--- config.mk ---
export PLATFORM = sky130hd
export DESIGN_NAME = c_declaration_tokenizer
export DESIGN_NICKNAME = d
export VERILOG_FILES = /design/src/design/ctk_pkg.sv /design/src/design/ctk_lexer.sv /design/src/design/ctk_result_fifo.sv /design/src/design/c_declaration_tokenizer.sv
export SDC_FILE = /design/constraint.sdc
export NUM_CORES = 1
export LEC_CHECK = 0
export ABC_CLOCK_PERIOD_IN_PS = 4650
export BUFFER_PORTS_ARGS = -buffer_cell sky130_fd_sc_hd__buf_4
export CAP_MARGIN = 0
export CELL_PAD_IN_SITES_DETAIL_PLACEMENT = 1
export CELL_PAD_IN_SITES_GLOBAL_PLACEMENT = 1
export CORE_MARGIN = 5
export CORE_UTILIZATION = 48
export DETAILED_ROUTE_END_ITERATION = 8
export PLACE_DENSITY = 0.81
export SYNTH_ARGS = -nofsm -noshare
export SYNTH_HDL_FRONTEND = slang
export SYNTH_HIERARCHICAL = 1
export SYNTH_SLANG_ARGS = --single-unit
--- constraint.sdc ---
create_clock -name clk -period 4.65 [get_ports clk]
set_clock_uncertainty 0.2 [all_clocks]
set_input_delay 0.2325 -clock clk [delete_from_list [all_inputs] [get_ports clk]]
set_output_delay 0.2325 -clock clk [all_outputs]
set_load 0.02 [all_outputs]
--- src/design/ctk_pkg.sv ---
package ctk_pkg;

	// default sizes
	localparam int KEYWORD_CHARS_DEF = 8;
	localparam int OFFSET_BITS_DEF   = 24;
	localparam int LINE_BITS_DEF     = 20;
	localparam int LENGTH_BITS_DEF   = 16;

	localparam int KIND_BITS = 6;

	// result queue
	localparam int FIFO_DEPTH = 4;
	localparam int FIFO_PTR_W = $clog2(FIFO_DEPTH);
	localparam int FIFO_CNT_W = $clog2(FIFO_DEPTH + 1);

	// token kinds
	localparam logic [KIND_BITS-1:0] KIND_EOF      = 6'd0;
	localparam logic [KIND_BITS-1:0] KIND_IDENT    = 6'd1;
	localparam logic [KIND_BITS-1:0] KIND_NUMBER   = 6'd2;
	localparam logic [KIND_BITS-1:0] KIND_LBRACE   = 6'd3;
	localparam logic [KIND_BITS-1:0] KIND_RBRACE   = 6'd4;
	localparam logic [KIND_BITS-1:0] KIND_LPAREN   = 6'd5;
	localparam logic [KIND_BITS-1:0] KIND_RPAREN   = 6'd6;
	localparam logic [KIND_BITS-1:0] KIND_LBRACKET = 6'd7;
	localparam logic [KIND_BITS-1:0] KIND_RBRACKET = 6'd8;
	localparam logic [KIND_BITS-1:0] KIND_SEMI     = 6'd9;
	localparam logic [KIND_BITS-1:0] KIND_COMMA    = 6'd10;
	localparam logic [KIND_BITS-1:0] KIND_STAR     = 6'd11;
	localparam logic [KIND_BITS-1:0] KIND_TYPEDEF  = 6'd12;
	localparam logic [KIND_BITS-1:0] KIND_STRUCT   = 6'd13;
	localparam logic [KIND_BITS-1:0] KIND_UNION    = 6'd14;
	localparam logic [KIND_BITS-1:0] KIND_ENUM     = 6'd15;
	localparam logic [KIND_BITS-1:0] KIND_CONST    = 6'd16;
	localparam logic [KIND_BITS-1:0] KIND_UNSIGNED = 6'd17;
	localparam logic [KIND_BITS-1:0] KIND_SIGNED   = 6'd18;
	localparam logic [KIND_BITS-1:0] KIND_VOID     = 6'd19;
	localparam logic [KIND_BITS-1:0] KIND_CHAR     = 6'd20;
	localparam logic [KIND_BITS-1:0] KIND_SHORT    = 6'd21;
	localparam logic [KIND_BITS-1:0] KIND_INT      = 6'd22;
	localparam logic [KIND_BITS-1:0] KIND_LONG     = 6'd23;
	localparam logic [KIND_BITS-1:0] KIND_FLOAT    = 6'd24;
	localparam logic [KIND_BITS-1:0] KIND_DOUBLE   = 6'd25;
	localparam logic [KIND_BITS-1:0] KIND_INT8     = 6'd26;
	localparam logic [KIND_BITS-1:0] KIND_UINT8    = 6'd27;
	localparam logic [KIND_BITS-1:0] KIND_INT16    = 6'd28;
	localparam logic [KIND_BITS-1:0] KIND_UINT16   = 6'd29;
	localparam logic [KIND_BITS-1:0] KIND_INT32    = 6'd30;
	localparam logic [KIND_BITS-1:0] KIND_UINT32   = 6'd31;
	localparam logic [KIND_BITS-1:0] KIND_INT64    = 6'd32;
	localparam logic [KIND_BITS-1:0] KIND_UINT64   = 6'd33;

	// special characters
	localparam logic [7:0] CH_NUL   = 8'h00;
	localparam logic [7:0] CH_NL    = 8'h0A;
	localparam logic [7:0] CH_SLASH = 8'h2F;
	localparam logic [7:0] CH_STAR  = 8'h2A;

	typedef enum logic [2:0] {
		MODE_IDLE,
		MODE_IDENT,
		MODE_NUMBER,
		MODE_SLASH,
		MODE_LINECMT,
		MODE_BLOCK,
		MODE_BLOCKSTAR
	} mode_t;

	typedef struct packed {
		logic hit;
		logic [KIND_BITS-1:0] kind;
		logic cstr;
	} kw_hit_t;

	// queue write strobes: second implies first
	typedef struct packed {
		logic v0;
		logic v1;
	} push_t;

	function automatic logic is_digit(input logic [7:0] c);
		return (c >= "0") && (c <= "9");
	endfunction

	function automatic logic is_alpha(input logic [7:0] c);
		return ((c >= "a") && (c <= "z")) || ((c >= "A") && (c <= "Z")) || (c == "_");
	endfunction

	function automatic logic [KIND_BITS-1:0] punct_kind(input logic [7:0] c);
		logic [KIND_BITS-1:0] k;
		case (c)
			"{":     k = KIND_LBRACE;
			"}":     k = KIND_RBRACE;
			"(":     k = KIND_LPAREN;
			")":     k = KIND_RPAREN;
			"[":     k = KIND_LBRACKET;
			"]":     k = KIND_RBRACKET;
			";":     k = KIND_SEMI;
			",":     k = KIND_COMMA;
			"*":     k = KIND_STAR;
			default: k = KIND_EOF;
		endcase
		return k;
	endfunction

	// key: first char in the top byte, zero padded at the bottom
	function automatic kw_hit_t kw_lookup(input logic [63:0] key);
		kw_hit_t r;
		r.hit  = 1'b1;
		r.cstr = 1'b0;
		unique case (key)
			{"typedef", 8'h00}:  r.kind = KIND_TYPEDEF;
			{"struct", 16'h0}:   r.kind = KIND_STRUCT;
			{"union", 24'h0}:    r.kind = KIND_UNION;
			{"enum", 32'h0}:     r.kind = KIND_ENUM;
			{"const", 24'h0}:    r.kind = KIND_CONST;
			{"unsigned"}:        r.kind = KIND_UNSIGNED;
			{"signed", 16'h0}:   r.kind = KIND_SIGNED;
			{"void", 32'h0}:     r.kind = KIND_VOID;
			{"char", 32'h0}:     r.kind = KIND_CHAR;
			{"short", 24'h0}:    r.kind = KIND_SHORT;
			{"int", 40'h0}:      r.kind = KIND_INT;
			{"long", 32'h0}:     r.kind = KIND_LONG;
			{"float", 24'h0}:    r.kind = KIND_FLOAT;
			{"double", 16'h0}:   r.kind = KIND_DOUBLE;
			{"int8_t", 16'h0}:   r.kind = KIND_INT8;
			{"uint8_t", 8'h00}:  r.kind = KIND_UINT8;
			{"int16_t", 8'h00}:  r.kind = KIND_INT16;
			{"uint16", "_t"}:    r.kind = KIND_UINT16;
			{"int32_t", 8'h00}:  r.kind = KIND_INT32;
			{"uint32", "_t"}:    r.kind = KIND_UINT32;
			{"int64_t", 8'h00}:  r.kind = KIND_INT64;
			{"uint64", "_t"}:    r.kind = KIND_UINT64;
			{"size_t", 16'h0}:   r.kind = KIND_UINT64;
			{"ssize_t", 8'h00}:  r.kind = KIND_INT64;
			{"DWORD", 24'h0}:    r.kind = KIND_UINT32;
			{"WORD", 32'h0}:     r.kind = KIND_UINT16;
			{"BYTE", 32'h0}:     r.kind = KIND_UINT8;
			{"BOOL", 32'h0}:     r.kind = KIND_INT32;
			{"HANDLE", 16'h0}:   r.kind = KIND_UINT64;
			{"LPVOID", 16'h0}:   r.kind = KIND_UINT64;
			{"LPCSTR", 16'h0}: begin
				r.kind = KIND_IDENT;
				r.cstr = 1'b1;
			end
			{"LPSTR", 24'h0}: begin
				r.kind = KIND_IDENT;
				r.cstr = 1'b1;
			end
			default: begin
				r.hit  = 1'b0;
				r.kind = KIND_IDENT;
			end
		endcase
		return r;
	endfunction

endpackage

--- src/design/ctk_lexer.sv ---
module ctk_lexer import ctk_pkg::*; #(
	parameter int KEYWORD_CHARS = KEYWORD_CHARS_DEF,
	parameter int OFFSET_BITS   = OFFSET_BITS_DEF,
	parameter int LINE_BITS     = LINE_BITS_DEF,
	parameter int LENGTH_BITS   = LENGTH_BITS_DEF,
	parameter int TDATA_W       = 72
) (
	input  logic clk,
	input  logic arst_n,
	input  logic go,
	input  logic [7:0] char_byte,
	input  logic end_flag,
	output push_t push,
	output logic [TDATA_W+1:0] d0,
	output logic [TDATA_W+1:0] d1
);

	mode_t mode_q, mode_d;
	logic [LINE_BITS-1:0] line_q, line_d;
	logic [OFFSET_BITS-1:0] off_q, off_d;
	logic [OFFSET_BITS-1:0] begin_q, begin_d;
	logic [LENGTH_BITS-1:0] chars_q, chars_d;
	logic [KEYWORD_CHARS-1:0][7:0] win_q, win_d;

	logic [63:0] key;
	logic hi_zero;
	kw_hit_t kw;
	logic [KIND_BITS-1:0] pend_kind, o_kind, pk;
	logic pend_cstr;
	logic [LENGTH_BITS-1:0] o_len;
	logic fin, emit_p, emit_o, idle_h, nl, add, start_t;
	mode_t start_mode;
	logic [TDATA_W-1:0] pend_data, o_data;

	// keyword key from the first eight window bytes
	always_comb begin
		key = '0;
		hi_zero = 1'b1;
		for (int i = 0; i < 8; i++) begin
			key[63-8*i -: 8] = win_q[i];
		end
		for (int i = 8; i < KEYWORD_CHARS; i++) begin
			if (win_q[i] != 8'h00) hi_zero = 1'b0;
		end
	end

	always_comb begin
		kw = kw_lookup(key);
		pend_kind = (mode_q == MODE_NUMBER) ? KIND_NUMBER : KIND_IDENT;
		pend_cstr = 1'b0;
		if (mode_q == MODE_IDENT && chars_q <= LENGTH_BITS'(KEYWORD_CHARS) && hi_zero
				&& kw.hit) begin
			pend_kind = kw.kind;
			pend_cstr = kw.cstr;
		end
		pk = punct_kind(char_byte);
		fin = end_flag || (char_byte == CH_NUL);

		mode_d = mode_q;
		line_d = line_q;
		off_d = off_q;
		begin_d = begin_q;
		chars_d = chars_q;
		win_d = win_q;
		emit_p = 1'b0;
		emit_o = 1'b0;
		o_kind = KIND_EOF;
		o_len = '0;
		idle_h = 1'b0;
		nl = 1'b0;
		add = 1'b0;
		start_t = 1'b0;
		start_mode = MODE_IDLE;

		if (fin) begin
			emit_p = (mode_q == MODE_IDENT) || (mode_q == MODE_NUMBER);
			emit_o = 1'b1;
			mode_d = MODE_IDLE;
			line_d = LINE_BITS'(1);
			off_d = '0;
			begin_d = '0;
			chars_d = '0;
			win_d = '0;
		end else begin
			unique case (mode_q)
				MODE_IDENT: begin
					if (is_alpha(char_byte) || is_digit(char_byte)) begin
						add = 1'b1;
					end else begin
						emit_p = 1'b1;
						mode_d = MODE_IDLE;
						idle_h = 1'b1;
					end
				end
				MODE_NUMBER: begin
					if (is_digit(char_byte)) begin
						add = 1'b1;
					end else begin
						emit_p = 1'b1;
						mode_d = MODE_IDLE;
						idle_h = 1'b1;
					end
				end
				MODE_SLASH: begin
					if (char_byte == CH_SLASH) mode_d = MODE_LINECMT;
					else if (char_byte == CH_STAR) mode_d = MODE_BLOCK;
					else begin
						mode_d = MODE_IDLE;
						idle_h = 1'b1;
					end
				end
				MODE_LINECMT: begin
					if (char_byte == CH_NL) begin
						mode_d = MODE_IDLE;
						idle_h = 1'b1;
					end
				end
				MODE_BLOCK: begin
					if (char_byte == CH_STAR) mode_d = MODE_BLOCKSTAR;
					else if (char_byte == CH_NL) nl = 1'b1;
				end
				MODE_BLOCKSTAR: begin
					if (char_byte == CH_SLASH) mode_d = MODE_IDLE;
					else if (char_byte != CH_STAR) begin
						mode_d = MODE_BLOCK;
						nl = (char_byte == CH_NL);
					end
				end
				default: begin
					mode_d = MODE_IDLE;
					idle_h = 1'b1;
				end
			endcase

			if (idle_h) begin
				if (char_byte == CH_NL) nl = 1'b1;
				else if (char_byte == CH_SLASH) mode_d = MODE_SLASH;
				else if (pk != KIND_EOF) begin
					emit_o = 1'b1;
					o_kind = pk;
					o_len = LENGTH_BITS'(1);
				end else if (is_digit(char_byte)) begin
					start_t = 1'b1;
					start_mode = MODE_NUMBER;
				end else if (is_alpha(char_byte)) begin
					start_t = 1'b1;
					start_mode = MODE_IDENT;
				end
			end

			if (nl && line_q != '1) line_d = line_q + LINE_BITS'(1);

			if (add) begin
				for (int i = 0; i < KEYWORD_CHARS; i++) begin
					if (chars_q == LENGTH_BITS'(i)) win_d[i] = char_byte;
				end
				if (chars_q != '1) chars_d = chars_q + LENGTH_BITS'(1);
			end

			if (start_t) begin
				mode_d = start_mode;
				begin_d = off_q;
				chars_d = LENGTH_BITS'(1);
				win_d = '0;
				win_d[0] = char_byte;
			end

			if (off_q != '1) off_d = off_q + OFFSET_BITS'(1);
		end
	end

	// tdata: kind, line, start, length from the low bit up
	assign pend_data = TDATA_W'({chars_q, begin_q, line_q, pend_kind});
	assign o_data    = TDATA_W'({o_len, off_q, line_q, o_kind});

	// pending token goes first, punctuator or end token after it
	always_comb begin
		push.v0 = go && (emit_p || emit_o);
		push.v1 = go && emit_p && emit_o;
		if (emit_p) d0 = {!emit_o, pend_cstr, pend_data};
		else d0 = {1'b1, 1'b0, o_data};
		d1 = {1'b1, 1'b0, o_data};
	end

	always_ff @(posedge clk or negedge arst_n) begin
		if (!arst_n) begin
			mode_q <= MODE_IDLE;
			line_q <= LINE_BITS'(1);
			off_q <= '0;
			begin_q <= '0;
			chars_q <= '0;
			win_q <= '0;
		end else if (go) begin
			mode_q <= mode_d;
			line_q <= line_d;
			off_q <= off_d;
			begin_q <= begin_d;
			chars_q <= chars_d;
			win_q <= win_d;
		end
	end

endmodule

--- src/design/ctk_result_fifo.sv ---
module ctk_result_fifo import ctk_pkg::*; #(
	parameter int TDATA_W = 72
) (
	input  logic clk,
	input  logic arst_n,
	input  push_t push,
	input  logic [TDATA_W+1:0] d0,
	input  logic [TDATA_W+1:0] d1,
	output logic room,
	output logic m_tvalid,
	input  logic m_tready,
	output logic [TDATA_W-1:0] m_tdata,
	output logic m_tuser,
	output logic m_tlast
);

	logic [FIFO_DEPTH-1:0][TDATA_W+1:0] mem_q;
	logic [FIFO_PTR_W-1:0] wr_q, rd_q;
	logic [FIFO_CNT_W-1:0] count_q;
	logic pop;
	logic [FIFO_CNT_W-1:0] n_push;

	assign pop = m_tvalid && m_tready;
	assign n_push = FIFO_CNT_W'(push.v0) + FIFO_CNT_W'(push.v1);
	// room for a two-result request
	assign room = count_q <= FIFO_CNT_W'(FIFO_DEPTH - 2);
	assign m_tvalid = count_q != '0;
	assign {m_tlast, m_tuser, m_tdata} = mem_q[rd_q];

	always_ff @(posedge clk) begin
		if (push.v0) mem_q[wr_q] <= d0;
		if (push.v1) mem_q[wr_q + FIFO_PTR_W'(1)] <= d1;
	end

	always_ff @(posedge clk or negedge arst_n) begin
		if (!arst_n) begin
			wr_q <= '0;
			rd_q <= '0;
			count_q <= '0;
		end else begin
			wr_q <= wr_q + FIFO_PTR_W'(n_push);
			if (pop) rd_q <= rd_q + FIFO_PTR_W'(1);
			count_q <= count_q + n_push - FIFO_CNT_W'(pop);
		end
	end

endmodule

--- src/design/c_declaration_tokenizer.sv ---
// Byte-serial C declaration tokenizer.
// A byte accepted on s_* lands in the input register, is scanned from there, and its tokens
// go through the result queue to m_*. Throughput: one byte per cycle while the 4-deep queue
// has room for two requests; a byte that closes a token and is itself a token (or the end
// of text) makes two requests, which drain one per cycle while m_tready is high.
// Reset (arst_n low, asynchronous): idle scanner, line 1, offset 0, queue empty.
module c_declaration_tokenizer import ctk_pkg::*; #(
	parameter int KEYWORD_CHARS = KEYWORD_CHARS_DEF,
	parameter int OFFSET_BITS   = OFFSET_BITS_DEF,
	parameter int LINE_BITS     = LINE_BITS_DEF,
	parameter int LENGTH_BITS   = LENGTH_BITS_DEF,
	localparam int TDATA_W = ((KIND_BITS + LINE_BITS + OFFSET_BITS + LENGTH_BITS + 7) / 8) * 8
) (
	input  logic clk,
	input  logic arst_n,
	input  logic s_tvalid,
	output logic s_tready,
	input  logic [7:0] s_tdata,          // char_byte
	input  logic s_tlast,                // end_of_input
	output logic m_tvalid,
	input  logic m_tready,
	output logic [TDATA_W-1:0] m_tdata,  // token_kind, token_line, token_start, token_length
	output logic m_tuser,                // cstr_alias
	output logic m_tlast                 // last_of_run
);

	// input register
	logic valid_s1;
	logic [7:0] char_s1;
	logic last_s1;

	logic room, go;
	push_t push;
	logic [TDATA_W+1:0] d0, d1;

	// scan the held byte when the queue can take two requests
	assign go = valid_s1 && room;
	// the input register refills in the same cycle it is scanned
	assign s_tready = !valid_s1 || go;

	always_ff @(posedge clk or negedge arst_n) begin
		if (!arst_n) begin
			valid_s1 <= 1'b0;
		end else if (s_tvalid && s_tready) begin
			valid_s1 <= 1'b1;
		end else if (go) begin
			valid_s1 <= 1'b0;
		end
	end

	always_ff @(posedge clk) begin
		if (s_tvalid && s_tready) begin
			char_s1 <= s_tdata;
			last_s1 <= s_tlast;
		end
	end

	// scanner state and token build-up
	ctk_lexer #(
		.KEYWORD_CHARS(KEYWORD_CHARS),
		.OFFSET_BITS(OFFSET_BITS),
		.LINE_BITS(LINE_BITS),
		.LENGTH_BITS(LENGTH_BITS),
		.TDATA_W(TDATA_W)
	) u_lexer (
		.clk(clk),
		.arst_n(arst_n),
		.go(go),
		.char_byte(char_s1),
		.end_flag(last_s1),
		.push(push),
		.d0(d0),
		.d1(d1)
	);

	// result queue parts scanner from the output handshake
	ctk_result_fifo #(
		.TDATA_W(TDATA_W)
	) u_fifo (
		.clk(clk),
		.arst_n(arst_n),
		.push(push),
		.d0(d0),
		.d1(d1),
		.room(room),
		.m_tvalid(m_tvalid),
		.m_tready(m_tready),
		.m_tdata(m_tdata),
		.m_tuser(m_tuser),
		.m_tlast(m_tlast)
	);

endmodule
# [After elaboration in Yosys (flattened, before gate mapping)]
# Cells that the tools add are included.
# Widths: inputs -> output; s select.
[classes] n_lt_le_gt_ge=13 reduce_logical=62 n_mux=103 n_eq_ne=61 n_addsub=9
[op_table] operator="$eq 64x63->1 const B" count=32
[op_table] operator="$bwmux 296" count=2
[op_table] operator="$mux 296" count=2
[op_table] operator="$demux 74 s2" count=2
[op_table] operator="$mux 74" count=4
[op_table] operator="$mux 64" count=3
[op_table] operator="$bmux 74 s2" count=1
[op_table] operator="$pmux 6 s22" count=1
[op_table] operator="$mux 16" count=8
[op_table] operator="$mux 24" count=4
[op_table] operator="$eq 16x3->1 const B" count=4
[op_table] operator="$mux 8" count=8
[op_table] operator="$mux 3" count=18
[op_table] operator="$eq 8x6->1 const B" count=6
[op_table] operator="$eq 8x7->1 const B" count=5
[op_table] operator="$mux 20" count=2
[op_table] operator="$pmux 4 s9" count=1
[op_table] operator="$mux 1" count=35
[op_table] operator="$reduce_bool 3->1" count=11
[op_table] operator="$eq 16x2->1 const B" count=2
[op_table] operator="$reduce_or 32->1" count=1
[op_table] operator="$mux 6" count=5
[op_table] operator="$reduce_and 3->1" count=9
[op_table] operator="$add 24x1->24 const B" count=1
[op_table] operator="other kinds (39)" count=81
[totals] reg_bits=464 out_inout_bits=76

# [Depth between registers and ports, before layout]
[logic_depth] depth_word=16 mapped_depth=19 ltp_nobuf=17

# [Hierarchy]
# Netlist, hierarchy kept.
[modules_own_cells] module="ctk_result_fifo" instances=1 area_each_um2=13975.9 cells_per_inst=1743
[modules_own_cells] module="ctk_lexer" instances=1 area_each_um2=10714.0 cells_per_inst=1213
[modules_own_cells] module="c_declaration_tokenizer" instances=1 area_each_um2=330.3 cells_per_inst=14

# [Least setup slack after synthesis]
# OpenSTA, ideal clock, no wires.
[synth_path] path_type="flip-flop to flip-flop" startpoint="register char_s1[0]" endpoint="register u_fifo.count_q[2]" synth_period_minus_slack_ns=3.857 path_slack_ns=0.793 t_arrival_ns=3.534 setup_time_ns=0.123 stages_incl_launch_ff=17 cell_sequence="edfxtp_1 -> buf_2 -> or4_4 -> o32ai_4 -> o311ai_2 -> nand2_1 -> clkbuf_1 -> o211a_1 -> ha_1 -> inv_1 -> ha_1 -> inv_1 -> ha_1 -> inv_1 -> fa_1 -> xor2_1 -> xnor2_1"
[synth_lines] element="start, declared" line_no="c_declaration_tokenizer.sv:29" source="logic [7:0] char_s1;"
[synth_lines] element="start signal, assigned" line_no="c_declaration_tokenizer.sv:53" source="char_s1 <= s_tdata;"
[synth_lines] element="end signal, assigned" line_no="ctk_result_fifo.sv:43" source="count_q <= count_q + n_push - FIFO_CNT_W'(pop);"
[synth_lines] element="end, declared" line_no="ctk_result_fifo.sv:19" source="logic [FIFO_CNT_W-1:0] count_q;"

==> results.py <==
metrics = {
    "finish": {
        "finalNetCount": 2986,
        "register_area_um2": 10180,
        "areaGrowthSynthToFinish_pct": 10.97,
        "fillers": 6041,
        "diodes": 0,
        "final_design_area_no_fill_um2": 27770,
        "drive_above_1_share_pct": 13.95,
        "multiInputGateArea_um2": 13510,
    },
    "sta": {
        "maxSlewViolCount": 0,
        "finalSetupViolCount": 0,
        "slew_headroom_pct": 34.88,
        "whs_ns": 0.02222,
        "period_minus_slack_ns": 4.278,
        "rsz0062_at_grt": "no",
        "fmax_ghz": 0.2337,
        "min_period_over_period_pct": 92.00,
        "setup_tns_ns": 0,
        "finalHoldViolCount": 0,
        "fin_ws_ns": 0.3719,
        "tightest_slew_ns": 0.9767,
    },
    "floorplanning": {
        "rows": 83,
        "die_w_um": 238.3,
        "die_area_um2": 56790,
        "core-area_um2": 51510,
        "ioPinCount": 89,
        "initial_core_util_pct": 48.57,
        "die_y_um": 238.3,
    },
    "clock_tree": {
        "clkTransAtPathRegs_ns": 0.07,
        "cts_resized": 0,
        "cts_buffer_depth": 3,
        "numCtsBuffers": 51,
        "cts_tree": "done",
        "clock_latency_ns": 0.60,
        "cts_sinks": 464,
        "cts.htree.levels": 2,
        "clockRootBuffer": "clkbuf_16",
    },
    "setup_path": {
        "crit_type": "reg -> reg",
        "end_kind": "register",
        "critPathLaunchType": "register",
        "cp.required_ns": 4.93,
        "cp_max_fo": 13,
        "cp.arrival_ns": 4.55,
    },
    "synthesis": {
        "yosys_warnings": 6,
        "synthesis.area_um2": 25020,
        "synthMuxAreaShare_pct": 9.721,
        "yosysSeqAreaShare_pct": 40.67,
        "synth_compound_area_share_pct": 11.48,
        "syn_avg_cell_area_um2": 8.424,
        "synth_edf_count": 9,
        "postSynthCellCount": 2970,
        "synthTopCellsByArea": "dfxtp_1 (24%), dfrtp_1 (16%), nand2_1 (11%)",
        "synth_fa_ha_area_share_pct": 0.6301,
        "ys_ff_latch": 464,
        "ys.flop_type": "dfxtp_1",
        "synthSimpleGateAreaFrac_pct": 29.64,
        "yosysTopAreaCell": "dfxtp_1",
        "synth_top_area_share_pct": 23.68,
        "synthArstFlopShare_pct": 34.27,
        "synth_top_family_by_area": "simple AND/OR/NAND/NOR gates",
        "synth_xor_area_share_pct": 1.820,
        "yosysUniqueCellTypes": 99,
    },
    "power_and_ir_drop": {
        "power.leakage_nw": 11.46,
        "vdd.ir_drop.worst_uv": 457.8,
        "p_per_area_nw_per_um2": 634.7,
    },
    "global_routing": {
        "gr-total-overflow": 0,
        "grt_use_total_pct": 30.26,
        "grt_pass1_wl_um": 138700,
        "grt_max_degree": 149,
        "grt_pass1_vias": 24520,
        "antenna_found_initial": 1,
    },
    "placement": {
        "place_area_um2": 25950,
        "gp_congestion": 0.9694,
        "port_buffers": 88,
        "hpwl_um": 56960,
        "pre_cts_slack_ns": 0.4478,
    },
    "routing": {
        "viasPerCell": 6.265,
        "drc": 0,
        "first_iter_violations": 1756,
        "vias": 23080,
        "wl_um": 88320,
        "wl_per_cell_um": 23.98,
        "ant_nets": 0,
        "dr.pass1.iters": 5,
    },
    "flow_run": {
        "max-cap-violations": 0,
    },
    "run_status": {
        "status": "completed",
    },
    "min_path": {
        "hold_path_class": "in -> async",
    },
}
[layout make-up]
class / count / area share (%)
timing repair buffer: 166 / 5.151
inverter: 27 / 0.3650
multi-input combinational: 2251 / 48.65
clock buffer: 85 / 5.719
tap: 680 / 3.064
clock inverter: 11 / 0.3740
sequential: 464 / 36.68
[critical path, cell delays in order (launching register included)]
cell and delay (ns):
edfxtp_1 0.63, or4b_4 0.57, nor3_1 0.23, o21ai_0 0.15, and3_1 0.23, nor2_1 0.22, o211a_1 0.30, ha_1 0.29
inv_1 0.10, ha_1 0.23, inv_1 0.06, ha_1 0.14, inv_1 0.06, fa_1 0.42, xor2_1 0.16, xnor2_1 0.13
[synthesized netlist by cell type (all sizes together) (9+ instances only)]
| library cell | count |
|---|---|
| a21oi | 25 |
| a22o | 24 |
| a31oi | 303 |
| and2 | 30 |
| and3 | 25 |
| and4 | 12 |
| and4b | 9 |
| buf | 182 |
| clkbuf | 75 |
| dfrtp | 158 |
| dfxtp | 296 |
| edfxtp | 9 |
| ha | 11 |
| inv | 27 |
| mux2 | 56 |
| mux4 | 74 |
| nand2 | 754 |
| nand2b | 17 |
| nand3 | 69 |
| nand3b | 11 |
| nand4 | 63 |
| nand4b | 10 |
| nor2 | 399 |
| nor2b | 27 |
| nor3 | 35 |
| nor4 | 53 |
| nor4b | 15 |
| nor4bb | 15 |
| o21ai | 30 |
| or3 | 10 |
| or4 | 10 |
| xnor2 | 15 |
| xor2 | 37 |
[through the flow]
stage / power, mW / std cells / util [%]
5_1_grt: 18.47 / 3684 / 53.90
3_3_place_gp: 13.13 / 3576 / 50.39
4_1_cts: 17.65 / 3684 / 53.90
6_report: 17.62 / 3684 / 53.90
2_1_floorplan: 10.92 / 2999 / -
3_5_place_dp: 13.49 / 3576 / 50.39
[layer usage]
metal	track usage (%)	vias up	share of wire, %
met4	10.24	2	3.0
met1	39.70	11750	43
met5	0	-	0.015
met3	4.739	202	6.0
li1	-	10380	-
met2	51.33	750	48
[registers in the layout, summed over array words and instances, names as in the netlist]
| register | flops |
|---|---|
| valid_s1 | 1 |
| u_lexer/mode_q | 3 |
| u_lexer/off_q | 24 |
| u_fifo/rd_q | 2 |
| u_lexer/chars_q | 16 |
| u_fifo/mem_q | 296 |
| u_lexer/begin_q | 24 |
| last_s1 | 1 |
| u_fifo/count_q | 3 |
| char_s1 | 8 |
| u_lexer/line_q | 20 |
| u_lexer/key | 64 |
| u_fifo/wr_q | 2 |
[cells in the final DEF, fill, tap and decap left out, types with 11 or more instances in the layout]
master,Yosys,final
nand2_1,747,747
nor2_1,398,396
a31oi_1,300,300
dfxtp_1,296,296
dfrtp_1,158,156
buf_4,72,141
mux4_2,74,74
nand3_1,69,67
nand4_1,63,63
clkbuf_16,0,54
nor4_1,50,50
xor2_1,37,37
nor3_1,34,34
conb_1,2,31
and2_1,28,29
o21ai_0,28,28
mux2_4,28,28
mux2_2,28,28
inv_1,27,27
nor2b_1,27,27
a21oi_1,24,24
and3_1,25,24
a22o_1,24,24
clkbuf_1,75,19
xnor2_1,15,15
nand2b_1,15,14
nor4bb_1,15,14
nor4b_1,13,13
clkbuf_8,0,12
dlygate4sd3_1,0,12
buf_12,1,12
and4_1,12,12
ha_1,11,11
[power by group]
group          total [mW]  switching [mW]  internal, mW
Clock                4.10            1.72          2.39
Combinational        6.94            4.00          2.94
Sequential           6.58            1.23          5.34
[worst paths after layout]
check / to / startpoint / cells after the start / slack [ns]
setup / recovery: u_fifo/count_q[2] / char_s1[5] / 15 / 0.37
hold / removal: u_lexer/key[24] / arst_n / 2 / 0.02
setup reg to reg: u_fifo/count_q[2] / char_s1[5] / 15 / 0.37
hold reg to reg: u_fifo/mem_q[161] / u_fifo/mem_q[161] / 2 / 0.27
max in group asynchronous: u_fifo/rd_q[1] / arst_n / 3 / 3.16
min in group clk: char_s1[3] / s_tdata[3] / 2 / 0.18
[what timing repair did]
item                                   4_1_cts  5_1_grt
endpoints found under the hold margin       99        0
hold buffers                                12        0
buffers inserted                             0        0
[logic make-up (layout without fill, tap and decap cells)]
kind of cell | Yosys count | after routing
other | 2 | 31
muxes | 133 | 133
and+or+nand+nor | 1592 | 1592
DFF | 464 | 464
xor gates and xnor gates | 52 | 52
adders and majority gates | 12 | 12
buffers and inverters | 284 | 289
AOI/OAI and AO/OA | 431 | 431
No activity file was read; power rests on OpenSTA's default activity.
